--- src/design/ipv4dp_pkg.sv ---
// shared types and constants for the ipv4 dotted address parser
// no dependencies

package ipv4dp_pkg;

	// most parts a dotted address may hold
	localparam int unsigned MAX_PARTS = 4;
	localparam int unsigned SAVED_W = $clog2(MAX_PARTS - 1);

	// characters that steer the parser
	localparam logic [7:0] CHR_ZERO  = 8'h30;
	localparam logic [7:0] CHR_NINE  = 8'h39;
	localparam logic [7:0] CHR_DOT   = 8'h2E;
	localparam logic [7:0] CHR_LX    = 8'h78;
	localparam logic [7:0] CHR_UX    = 8'h58;
	localparam logic [7:0] CHR_LA    = 8'h61;
	localparam logic [7:0] CHR_LF    = 8'h66;
	localparam logic [7:0] CHR_UA    = 8'h41;
	localparam logic [7:0] CHR_UF    = 8'h46;
	localparam logic [7:0] CHR_NUL   = 8'h00;
	localparam logic [7:0] CHR_SPACE = 8'h20;
	localparam logic [7:0] CHR_TAB   = 8'h09;
	localparam logic [7:0] CHR_CR    = 8'h0D;

	// radix of the part being read
	typedef enum logic [1:0] {
		BASE_DEC = 2'd0,
		BASE_OCT = 2'd1,
		BASE_HEX = 2'd2
	} base_t;

	// one input word: a character and the end-of-string mark
	typedef struct packed {
		logic [7:0] text_byte;
		logic       final_byte;
	} item_t;

	// one result word
	typedef struct packed {
		logic [31:0] address;
		logic        ok;
	} result_t;

endpackage

--- src/design/ipv4_dotted_address_parser.sv ---
// ipv4 dotted address parser, top level
// depends on ipv4dp_pkg
//
// Usage:
// The item channel (item_valid/item_ready/item) takes one character of an
// address string per word; final_byte marks the last character. Parts may be
// decimal, octal (leading 0) or hex (leading 0x), in a, a.b, a.b.c or a.b.c.d
// form. A NUL or whitespace ends parsing; later characters up to the final
// one are ignored. Exactly one word leaves on the result channel
// (result_valid/result_ready/result) per string: the address with the first
// part in the top byte and ok set, or address 0 and ok clear on error.
// Throughput: one character per clock, strings back to back with no gap,
// unless a final character waits for the result register to free.
// Each character crosses an input register and one pass of parse logic, and a
// final one the result register; the parse state updates once per character.
// Reset clears both stages and the parse state, so no result is pending.
// When the receiver stalls, the result register holds its word; characters
// that produce no result keep flowing, and a final character waits in the
// input register until the result register frees, which then holds item_ready.

module ipv4_dotted_address_parser
	import ipv4dp_pkg::*;
(
	input  logic    clk,
	input  logic    arst_n,
	input  logic    item_valid,
	output logic    item_ready,
	input  item_t   item,
	output logic    result_valid,
	input  logic    result_ready,
	output result_t result
);

	// input register
	logic  valid_s1;
	item_t item_s1;

	// result register
	logic    valid_s2;
	result_t result_s2;

	// parse state
	logic [31:0]        acc_q;
	base_t              base_q;
	logic               part_start_q;
	logic               lead_zero_q;
	logic [7:0]         saved_q [MAX_PARTS-1];
	logic [SAVED_W-1:0] parts_seen_q;
	logic               stopped_q;
	logic               failed_q;

	// next parse state
	logic [31:0]        acc_d;
	base_t              base_d;
	logic               part_start_d;
	logic               lead_zero_d;
	logic               save_en;
	logic [SAVED_W-1:0] parts_seen_d;
	logic               stopped_d;
	logic               failed_d;
	logic [7:0]         saved_d [MAX_PARTS-1];

	logic        advance;
	logic [7:0]  c;
	logic        taken;
	logic [31:0] acc_cur;
	logic [31:0] acc_scaled;
	logic [3:0]  digit;
	logic [31:0] packed_addr;

	assign c = item_s1.text_byte;

	// handshake: a word leaves stage 1 unless it needs a busy result slot
	assign advance = valid_s1 && (!item_s1.final_byte || !valid_s2 || result_ready);
	assign item_ready = !valid_s1 || advance;
	assign result_valid = valid_s2;
	assign result = result_s2;

	// input register
	always_ff @(posedge clk or negedge arst_n) begin
		if (!arst_n) begin
			valid_s1 <= 1'b0;
		end else if (item_ready) begin
			valid_s1 <= item_valid;
		end
	end

	always_ff @(posedge clk) begin
		if (item_valid && item_ready) begin
			item_s1 <= item;
		end
	end

	// character classification and one step of the part accumulator
	always_comb begin
		acc_d        = acc_q;
		base_d       = base_q;
		part_start_d = part_start_q;
		lead_zero_d  = lead_zero_q;
		parts_seen_d = parts_seen_q;
		stopped_d    = stopped_q;
		failed_d     = failed_q;
		save_en      = 1'b0;
		taken        = 1'b0;
		acc_cur      = part_start_q ? 32'd0 : acc_q;
		digit        = (c <= CHR_NINE) ? c[3:0] : 4'(c[2:0]) + 4'd9;

		if (!failed_q && !stopped_q) begin
			// start of a part, or the character after a leading zero
			if (part_start_q) begin
				part_start_d = 1'b0;
				lead_zero_d  = 1'b0;
				acc_d        = 32'd0;
				base_d       = BASE_DEC;
				if (c == CHR_ZERO) begin
					base_d      = BASE_OCT;
					lead_zero_d = 1'b1;
					taken       = 1'b1;
				end
			end else if (lead_zero_q) begin
				lead_zero_d = 1'b0;
				if (c == CHR_LX || c == CHR_UX) begin
					base_d = BASE_HEX;
					taken  = 1'b1;
				end
			end

			if (!taken) begin
				if (c inside {[CHR_ZERO:CHR_NINE]}) begin
					if (base_d == BASE_OCT && c[3:0] >= 4'd8) begin
						failed_d = 1'b1;
					end else begin
						acc_d = acc_scaled + 32'(digit);
					end
				end else if (base_d == BASE_HEX &&
						(c inside {[CHR_LA:CHR_LF]} || c inside {[CHR_UA:CHR_UF]})) begin
					acc_d = acc_scaled + 32'(digit);
				end else if (c == CHR_DOT) begin
					if (32'(parts_seen_q) >= MAX_PARTS - 1) begin
						failed_d = 1'b1;
					end else begin
						save_en      = 1'b1;
						parts_seen_d = parts_seen_q + 1'b1;
						acc_d        = 32'd0;
						base_d       = BASE_DEC;
						part_start_d = 1'b1;
						lead_zero_d  = 1'b0;
					end
				end else if (c == CHR_NUL || c == CHR_SPACE || c inside {[CHR_TAB:CHR_CR]}) begin
					stopped_d = 1'b1;
				end else begin
					failed_d = 1'b1;
				end
			end
		end
	end

	// radix scaling by shifts
	always_comb begin
		case (base_d)
			BASE_HEX: acc_scaled = {acc_cur[27:0], 4'd0};
			BASE_OCT: acc_scaled = {acc_cur[28:0], 3'd0};
			BASE_DEC: acc_scaled = {acc_cur[28:0], 3'd0} + {acc_cur[30:0], 1'b0};
			default:  acc_scaled = 32'd0;
		endcase
	end

	// saved parts including one closed by this character
	always_comb begin
		for (int i = 0; i < MAX_PARTS - 1; i++) begin
			saved_d[i] = (save_en && parts_seen_q == SAVED_W'(i)) ? acc_cur[7:0] : saved_q[i];
		end
	end

	// pack the parts, last part fills the low bits
	always_comb begin
		case (parts_seen_d)
			2'd0:    packed_addr = acc_d;
			2'd1:    packed_addr = {saved_d[0], acc_d[23:0]};
			2'd2:    packed_addr = {saved_d[0], saved_d[1], acc_d[15:0]};
			default: packed_addr = {saved_d[0], saved_d[1], saved_d[2], acc_d[7:0]};
		endcase
	end

	// parse state, back to reset after each final character
	always_ff @(posedge clk or negedge arst_n) begin
		if (!arst_n) begin
			acc_q        <= 32'd0;
			base_q       <= BASE_DEC;
			part_start_q <= 1'b1;
			lead_zero_q  <= 1'b0;
			parts_seen_q <= '0;
			stopped_q    <= 1'b0;
			failed_q     <= 1'b0;
			for (int i = 0; i < MAX_PARTS - 1; i++) begin
				saved_q[i] <= 8'd0;
			end
		end else if (advance) begin
			if (item_s1.final_byte) begin
				acc_q        <= 32'd0;
				base_q       <= BASE_DEC;
				part_start_q <= 1'b1;
				lead_zero_q  <= 1'b0;
				parts_seen_q <= '0;
				stopped_q    <= 1'b0;
				failed_q     <= 1'b0;
				for (int i = 0; i < MAX_PARTS - 1; i++) begin
					saved_q[i] <= 8'd0;
				end
			end else begin
				acc_q        <= acc_d;
				base_q       <= base_d;
				part_start_q <= part_start_d;
				lead_zero_q  <= lead_zero_d;
				parts_seen_q <= parts_seen_d;
				stopped_q    <= stopped_d;
				failed_q     <= failed_d;
				if (save_en) begin
					saved_q[parts_seen_q] <= acc_cur[7:0];
				end
			end
		end
	end

	// result register
	always_ff @(posedge clk or negedge arst_n) begin
		if (!arst_n) begin
			valid_s2 <= 1'b0;
		end else if (advance && item_s1.final_byte) begin
			valid_s2 <= 1'b1;
		end else if (result_ready) begin
			valid_s2 <= 1'b0;
		end
	end

	always_ff @(posedge clk) begin
		if (advance && item_s1.final_byte) begin
			result_s2.address <= failed_d ? 32'd0 : packed_addr;
			result_s2.ok      <= !failed_d;
		end
	end

`ifndef SYNTHESIS
	// a failed string always reports a zero address
	assert property (@(posedge clk) disable iff (!arst_n)
		result_valid |-> (result.ok || result.address == 32'd0))
		else $error("failed result carries a nonzero address");

	// a string cannot both end cleanly and fail
	assert property (@(posedge clk) disable iff (!arst_n)
		!(stopped_q && failed_q))
		else $error("parser both stopped and failed");

	// a final character leaves the parser in its start state
	assert property (@(posedge clk) disable iff (!arst_n)
		(advance && item_s1.final_byte) |=>
		(part_start_q && parts_seen_q == '0 && !failed_q && !stopped_q && valid_s2))
		else $error("parse state not cleared after final character");
`endif

endmodule
--- config.mk ---
export PLATFORM = sky130hd
export DESIGN_NAME = ipv4_dotted_address_parser
export DESIGN_NICKNAME = d
export VERILOG_FILES = /design/src/design/ipv4dp_pkg.sv /design/src/design/ipv4_dotted_address_parser.sv
export SDC_FILE = /design/constraint.sdc
export NUM_CORES = 1
export LEC_CHECK = 0
export BUFFER_PORTS_ARGS = -buffer_cell sky130_fd_sc_hd__buf_2
export CORE_MARGIN = 2
export CORE_UTILIZATION = 25
export CTS_CLUSTER_DIAMETER = 60
export DETAILED_ROUTE_END_ITERATION = 16
export HOLD_SLACK_MARGIN = 0.02
export PLACE_DENSITY_LB_ADDON = 0.2
export SLEW_MARGIN = 10
export SYNTH_ARGS = -nofsm -noshare
export SYNTH_HDL_FRONTEND = slang
export SYNTH_SLANG_ARGS = --single-unit
--- constraint.sdc ---
create_clock -name clk -period 5.53 [get_ports clk]
set_clock_uncertainty 0.1 [all_clocks]
set_input_delay 0 -clock clk [delete_from_list [all_inputs] [get_ports clk]]
set_output_delay 0 -clock clk [all_outputs]
set_load 0.05 [all_outputs]
Yosys cells after proc, flatten, opt, wreduce, memory -nomap -nowiden
Index checks and enable logic that the tools add are counted.
W data, S select, Z words.
Word-level totals
  bits of input ports: 13
  word-level logic and storage cells: 166
  output and inout port bits: 35
  register bits: 108
Cells by class
  eq/ne operators: 17
  reduce and logical (&&, ||, !) cells: 38
  $add $sub $neg: 4
  $lt $le $gt $ge: 12
  bitwise gates (word level): 1
  multiplexer cells: 78
Operator list (count)
  $mux W32: 9
  $pmux W32 S3: 2
  $mux W24: 2
  $mux W1: 40
  $mux W2: 18
  $add A32 B32 Y32: 1
  $add A32 B4 Y32: 1
  $mux W8: 4
  $bwmux W24: 1
  $eq A8 B6 Y1 const B: 3
  $demux W8 S2: 1
  $eq A8 B7 Y1 const B: 2
  $ge A8 B7 Y1 const B: 2
  $le A8 B7 Y1 const B: 2
  $logic_and A1 B1 Y1: 14
  $eq A2 B1 Y1 const B: 4
  $eq A2 B2 Y1 const B: 4
  $ge A8 B4 Y1 const B: 1
  $ge A8 B6 Y1 const B: 1
  $le A8 B4 Y1 const B: 1
  $le A8 B6 Y1 const B: 1
  $logic_not A8 Y1: 1
  $ne A2 B2 Y1 const B: 4
  $reduce_bool A2 Y1: 4
  other kinds (13): 27

Longest topological paths before layout
  depth after elaboration: 20
  mapped depth: 19
  mapped depth without buffers: 16

Worst setup path after synthesis
No wires, ideal clock.
  path type: register -> register
  start: register part_start_q
  end: register result_s2 (netlist bit result[31]), data pin
  buffers on the path: 3
  cell stages (with the launch flop): 18
  data arrival time: 4.496 ns
  library setup time: 0.145 ns
  data required time: 5.285 ns
  period minus slack after synthesis: 4.741 ns
  setup slack: 0.789 ns
  cell sequence: dfstp_2 buf_2 clkbuf_1 nand2b_1 clkinv_1 ha_1 a21o_1 nor2_1 a21oi_1 a2111oi_2 a21o_2 a21oi_2 or4_4 buf_6 or2_4 or4_1 a31o_1 o21ai_1
Between the ends
  longest elaborated chain between the ends: 16
  elaborated cells on any way between the ends: 47
  those cells by class: add/sub: 2; eq/ne: 6; mux: 34; reduce/logical: 5
RTL lines
  start: declaration: RTL line ipv4_dotted_address_parser.sv:45  | logic part_start_q;
  start signal: assignment: RTL line ipv4_dotted_address_parser.sv:213  | part_start_q <= part_start_d;
  $mux W2: RTL line ipv4_dotted_address_parser.sv:110  | if (part_start_q) begin
  $mux W2: RTL line ipv4_dotted_address_parser.sv:108  | if (!failed_q && !stopped_q) begin
  $mux W2 or $eq A2 B2 Y1 (tied branches): RTL line ipv4_dotted_address_parser.sv:139, ipv4_dotted_address_parser.sv:135
  $mux W2 or $logic_and A1 B1 Y1 (tied branches): RTL line ipv4_dotted_address_parser.sv:138, ipv4_dotted_address_parser.sv:135
  $mux W2: RTL line ipv4_dotted_address_parser.sv:135  | end else if (base_d == BASE_HEX &&
  $mux W2: RTL line ipv4_dotted_address_parser.sv:129  | if (c inside {[CHR_ZERO:CHR_NINE]}) begin
  $mux W2: RTL line ipv4_dotted_address_parser.sv:128  | if (!taken) begin
  $mux W2: RTL line ipv4_dotted_address_parser.sv:108
  $eq A2 B1 Y1 (tied with other cells): RTL line ipv4_dotted_address_parser.sv:160  | case (base_d)
  $pmux W32 S3: RTL line ipv4_dotted_address_parser.sv:160
  $add A32 B4 Y32: RTL line ipv4_dotted_address_parser.sv:133, ipv4_dotted_address_parser.sv:137
  $mux W32 (on tied branches): RTL line ipv4_dotted_address_parser.sv:135, ipv4_dotted_address_parser.sv:130
  $mux W32: RTL line ipv4_dotted_address_parser.sv:129
  $mux W32: RTL line ipv4_dotted_address_parser.sv:128
  $mux W32: RTL line ipv4_dotted_address_parser.sv:108
  $pmux W32 S3: RTL line ipv4_dotted_address_parser.sv:177  | case (parts_seen_d)
  end: declaration: RTL line ipv4_dotted_address_parser.sv:40  | result_t result_s2;
Parallel ways exist; a longest one is shown, timed or not. The select of a mux whose other input is x is not followed.
A chain may end at the register's enable or synchronous reset.

Worst setup path after layout
Same ends and word-level chain as after synthesis.

==> out/results.txt <==
The run finished with clean final reports. The count of final max-slew check failures is 0, and the row count is 70. The worst min-delay path class is in -> reg. IR analysis of the VDD net gives a maximum drop of 165 uV.

Clock-pin slew was measured on the worst setup and hold paths at 0.08 ns. The number of nets still failing antenna checks after routing is 0, and the total I/O pin count is 48. The met1 global-route usage is 25.1%, and the area growth from synthesis to layout is 14.7%. The library cells used most frequently in the layout, excluding fill and tap cells, are nand2_1, a21oi_1, nor2_1.

For the worst-skew pair, the clock arrives at the later sink with an insertion delay of 0.38 ns. Number of enable flip-flop cells after synthesis: 42. The logs give 5.37 ns for the data arrival time of the critical path and 0.00404 uW for the leakage power of the design. The final route contains 9158 vias. The CTS H-tree depth came out at 3. The average cell area after synthesis is 8.18 um^2.

For the wire length after detailed routing, the log shows 34.6 mm. After detailed routing, the average wire length per cell comes to 21.0 um. For this run, the leading register cell type out of synthesis is dfrtp_1. The cell with the biggest individual delay on the critical path is dfstp_2. During placement, the flow inserted port buffers numbering 47.

For the overall overflow remaining after global route, the log shows 0. Counting flops with an async set or reset pin after synthesis yields a share of 61.1%. The number of diodes is 0, and the data required time at the worst endpoint is 5.66 ns. Clock tree synthesis found a total of 108 sinks. After global routing, the most crowded layer is met2. The floorplan step defined a die boundary enclosing 0.0382 mm^2. The initial core utilization came out at 25.2%. For met2 alone, demand over resource in global routing was 30.0%.

Global routing consumed, over all layers together, 18.1% of the routing resources. The tools report the number of global-route vias before repair as 8865. After detailed routing, the number of vias per cell comes to 5.55. The tools report the met3 track demand over resource as 2.59%. Setup repair after global routing left no endpoint under its margin. In this run the power density over the cells is 198 mW/mm^2.

The number of antenna violations at the first check in global routing was 0; the number of warnings printed during yosys synthesis was 0. Max-cap violations in this run came to 0. The number of clock buffers inserted by TritonCTS is 9, and the count of nets after finishing is 1226. The number of buffers on the longest clock path is 2. At the pin with the least slew margin, the transition time is 1.24 ns. The delay of the slowest cell on the worst path was 0.74 ns.

The post-route minimum period came out at 5.24 ns. The proportion of layout cells with a drive suffix above 1 is 12.6%, and the first-pass GRT wire length is 53.3 mm. The number of detailed-routing iterations run before antenna repair was 5; the number of hold violations in the final report was 0. Counting every net in the synthesized netlist gives 1172. The number of gates resized after CTS was 0. Of the synthesized area, sequential elements account for 31.8%. The cell count after synthesis came out at 1122.

The tools report the final count of negative-setup-slack endpoints as 0. The critical setup path kind is reg -> reg. The launching element type of the critical path is a flop.

For the final routed database, the setup TNS stands at 0 ns. Final HPWL from detailed placement: 26.4 mm. The root buffer cell chosen for the clock tree is clkbuf_16.

The post-route total power is 2080 uW, and the y dimension of the die is 196 um. The remaining routing DRC violations was 0; the netlist area before placement was 0.00918 mm^2. Share of the clock period used by the worst path: 94.7%. Counting distinct cell types in the post-synthesis netlist gives 98.

Achievable clock frequency: 191 MHz. The tools report the largest net degree at the start of global routing as 67. From left edge to right edge, the die measures 196 um.

Leading cell type in the layout, fill and taps excluded: nand2_1. The multi-input combinational cells in the finished layout cover a total of 0.00586 mm^2. The detailed router finished its first iteration with 808 violations. TritonCTS built the clock tree. The run gives 3897 as the final-layout fill cell count. The synthesized design contains 108 register bits.

STA classifies the critical path endpoint as a flop. The congestion estimate from routability-driven global placement came to 0.867. The region available for standard cell placement spans 0.0363 mm^2. The sequential cells in the finished layout cover a total of 0.00291 mm^2. Measured against its own limit, the worst slew margin works out to 16.7%. The critical path goes through buf_4 -> nor2b_1 -> ha_1 -> a21oi_1 -> o21ai_0 -> a2111oi_0 -> a21oi_1 -> xnor2_1 -> o21ai_1 -> nand4_1 -> or4_1 -> or4_1 -> a31o_1 -> o21ai_1. Of all nets on the critical path, the largest fanout is 19.
-- logic make-up after synthesis --
kind of cell	count (synthesis)	synth area share, %
adders and majority gates	37	5.21
and+or+nand+nor	413	22.5
AOI/OAI and AO/OA	429	32.3
xor gates and xnor gates	37	3.53
muxes	3	0.341
buffers and inverters	95	4.39
DFF	108	31.8
-- routing by layer --
metal	routed length (um)	vias to the layer above	part of all wire (%)
met2	16300	271	47
met4	588	0	1.7
li1	-	4370	-
met5	0	-	0
met3	1950	38	5.6
met1	15800	4479	46
-- stage by stage --
| stage | cells | setup slack, ns | instance area [um^2] | hold slack, ns | utilization (%) |
|---|---|---|---|---|---|
| after floorplan | 1122 | 0.789 | 9180 | -0.396 | - |
| after global placement | 1620 | 0.565 | 10100 | 0.0765 | 27.7 |
| after detailed placement | 1620 | 0.442 | 10100 | 0.0781 | 27.7 |
| after CTS | 1649 | 0.414 | 10500 | 0.212 | 29.0 |
| after global routing | 1649 | 0.00849 | 10500 | 0.220 | 29.0 |
| final | 1649 | 0.295 | 10500 | 0.231 | 29.0 |
-- where the power goes --
part / internal [uW] / switching, uW / total (uW)
combinational: 134 / 342 / 476
clock: 374 / 337 / 711
sequential: 862 / 30.7 / 893
total: 1370 / 709 / 2080
-- critical path: cells and delay by family (launching register included) --
kind                     cells  cell delay (ns)
AND/OR/NAND/NOR              4             1.68
flip-flops                   1             0.74
AO/OA/AOI/OAI                7             1.71
XOR/XNOR                     1             0.15
buffers and inverters        1             0.29
adder cells (fa/ha/maj)      1             0.42
-- synthesized netlist by cell type (22+ instances only) --
master	instances	share of area, %
nand2b_1	25	1.7
nor3_1	28	1.5
nor2_1	90	3.7
nand2_1	129	5.3
nand3_1	26	1.4
clkbuf_1	49	2.0
inv_1	26	1.1
ha_1	35	4.8
o31ai_1	26	2.1
nor2b_1	28	1.9
o21ai_0	79	4.3
a21oi_1	92	5.0
edfxtp_1	42	14
a22oi_1	37	3.0
dfrtp_1	65	18
xnor2_1	22	2.1
-- worst paths after layout --
kind	end	from	depth (start not counted)	slack, ns
min	c[1]$_DFFE_PP_	item[2]	2	0.23
max in group asynchronous	acc_q[3]$_DFFE_PN0P_	arst_n	3	4.41
max	result[31]$_SDFFCE_PN0P_	part_start_q$_DFFE_PN1P_	14	0.29
min in group asynchronous	acc_q[20]$_DFFE_PN0P_	arst_n	3	0.26
max reg2reg	result[31]$_SDFFCE_PN0P_	part_start_q$_DFFE_PN1P_	14	0.29
min reg2reg	saved_q[2]$_DFFE_PN0P_	saved_q[2]$_DFFE_PN0P_	2	0.38
-- area by class of cell --
type / instances / share of cell area (%)
inverter: 27 / 0.963
timing repair buffer: 111 / 7.11
multi-input combinational: 919 / 55.7
sequential: 108 / 27.7
clock buffer: 10 / 2.27
clock inverter: 6 / 0.761
tap: 468 / 5.56
-- registers in the layout, indices dropped and copies added (netlist names), 2 cells and up --
register	cells
acc_q	32
base_q	2
c	8
parts_seen_q	2
result	33
saved_q	24
-- repair_timing --
| action | 4_1_cts | 5_1_grt |
|---|---|---|
| buffers inserted | 0 | 0 |
| hold buffers | 13 | 0 |
| hold endpoints to repair | 76 | 0 |
Power figures use the tool's default switching activity.
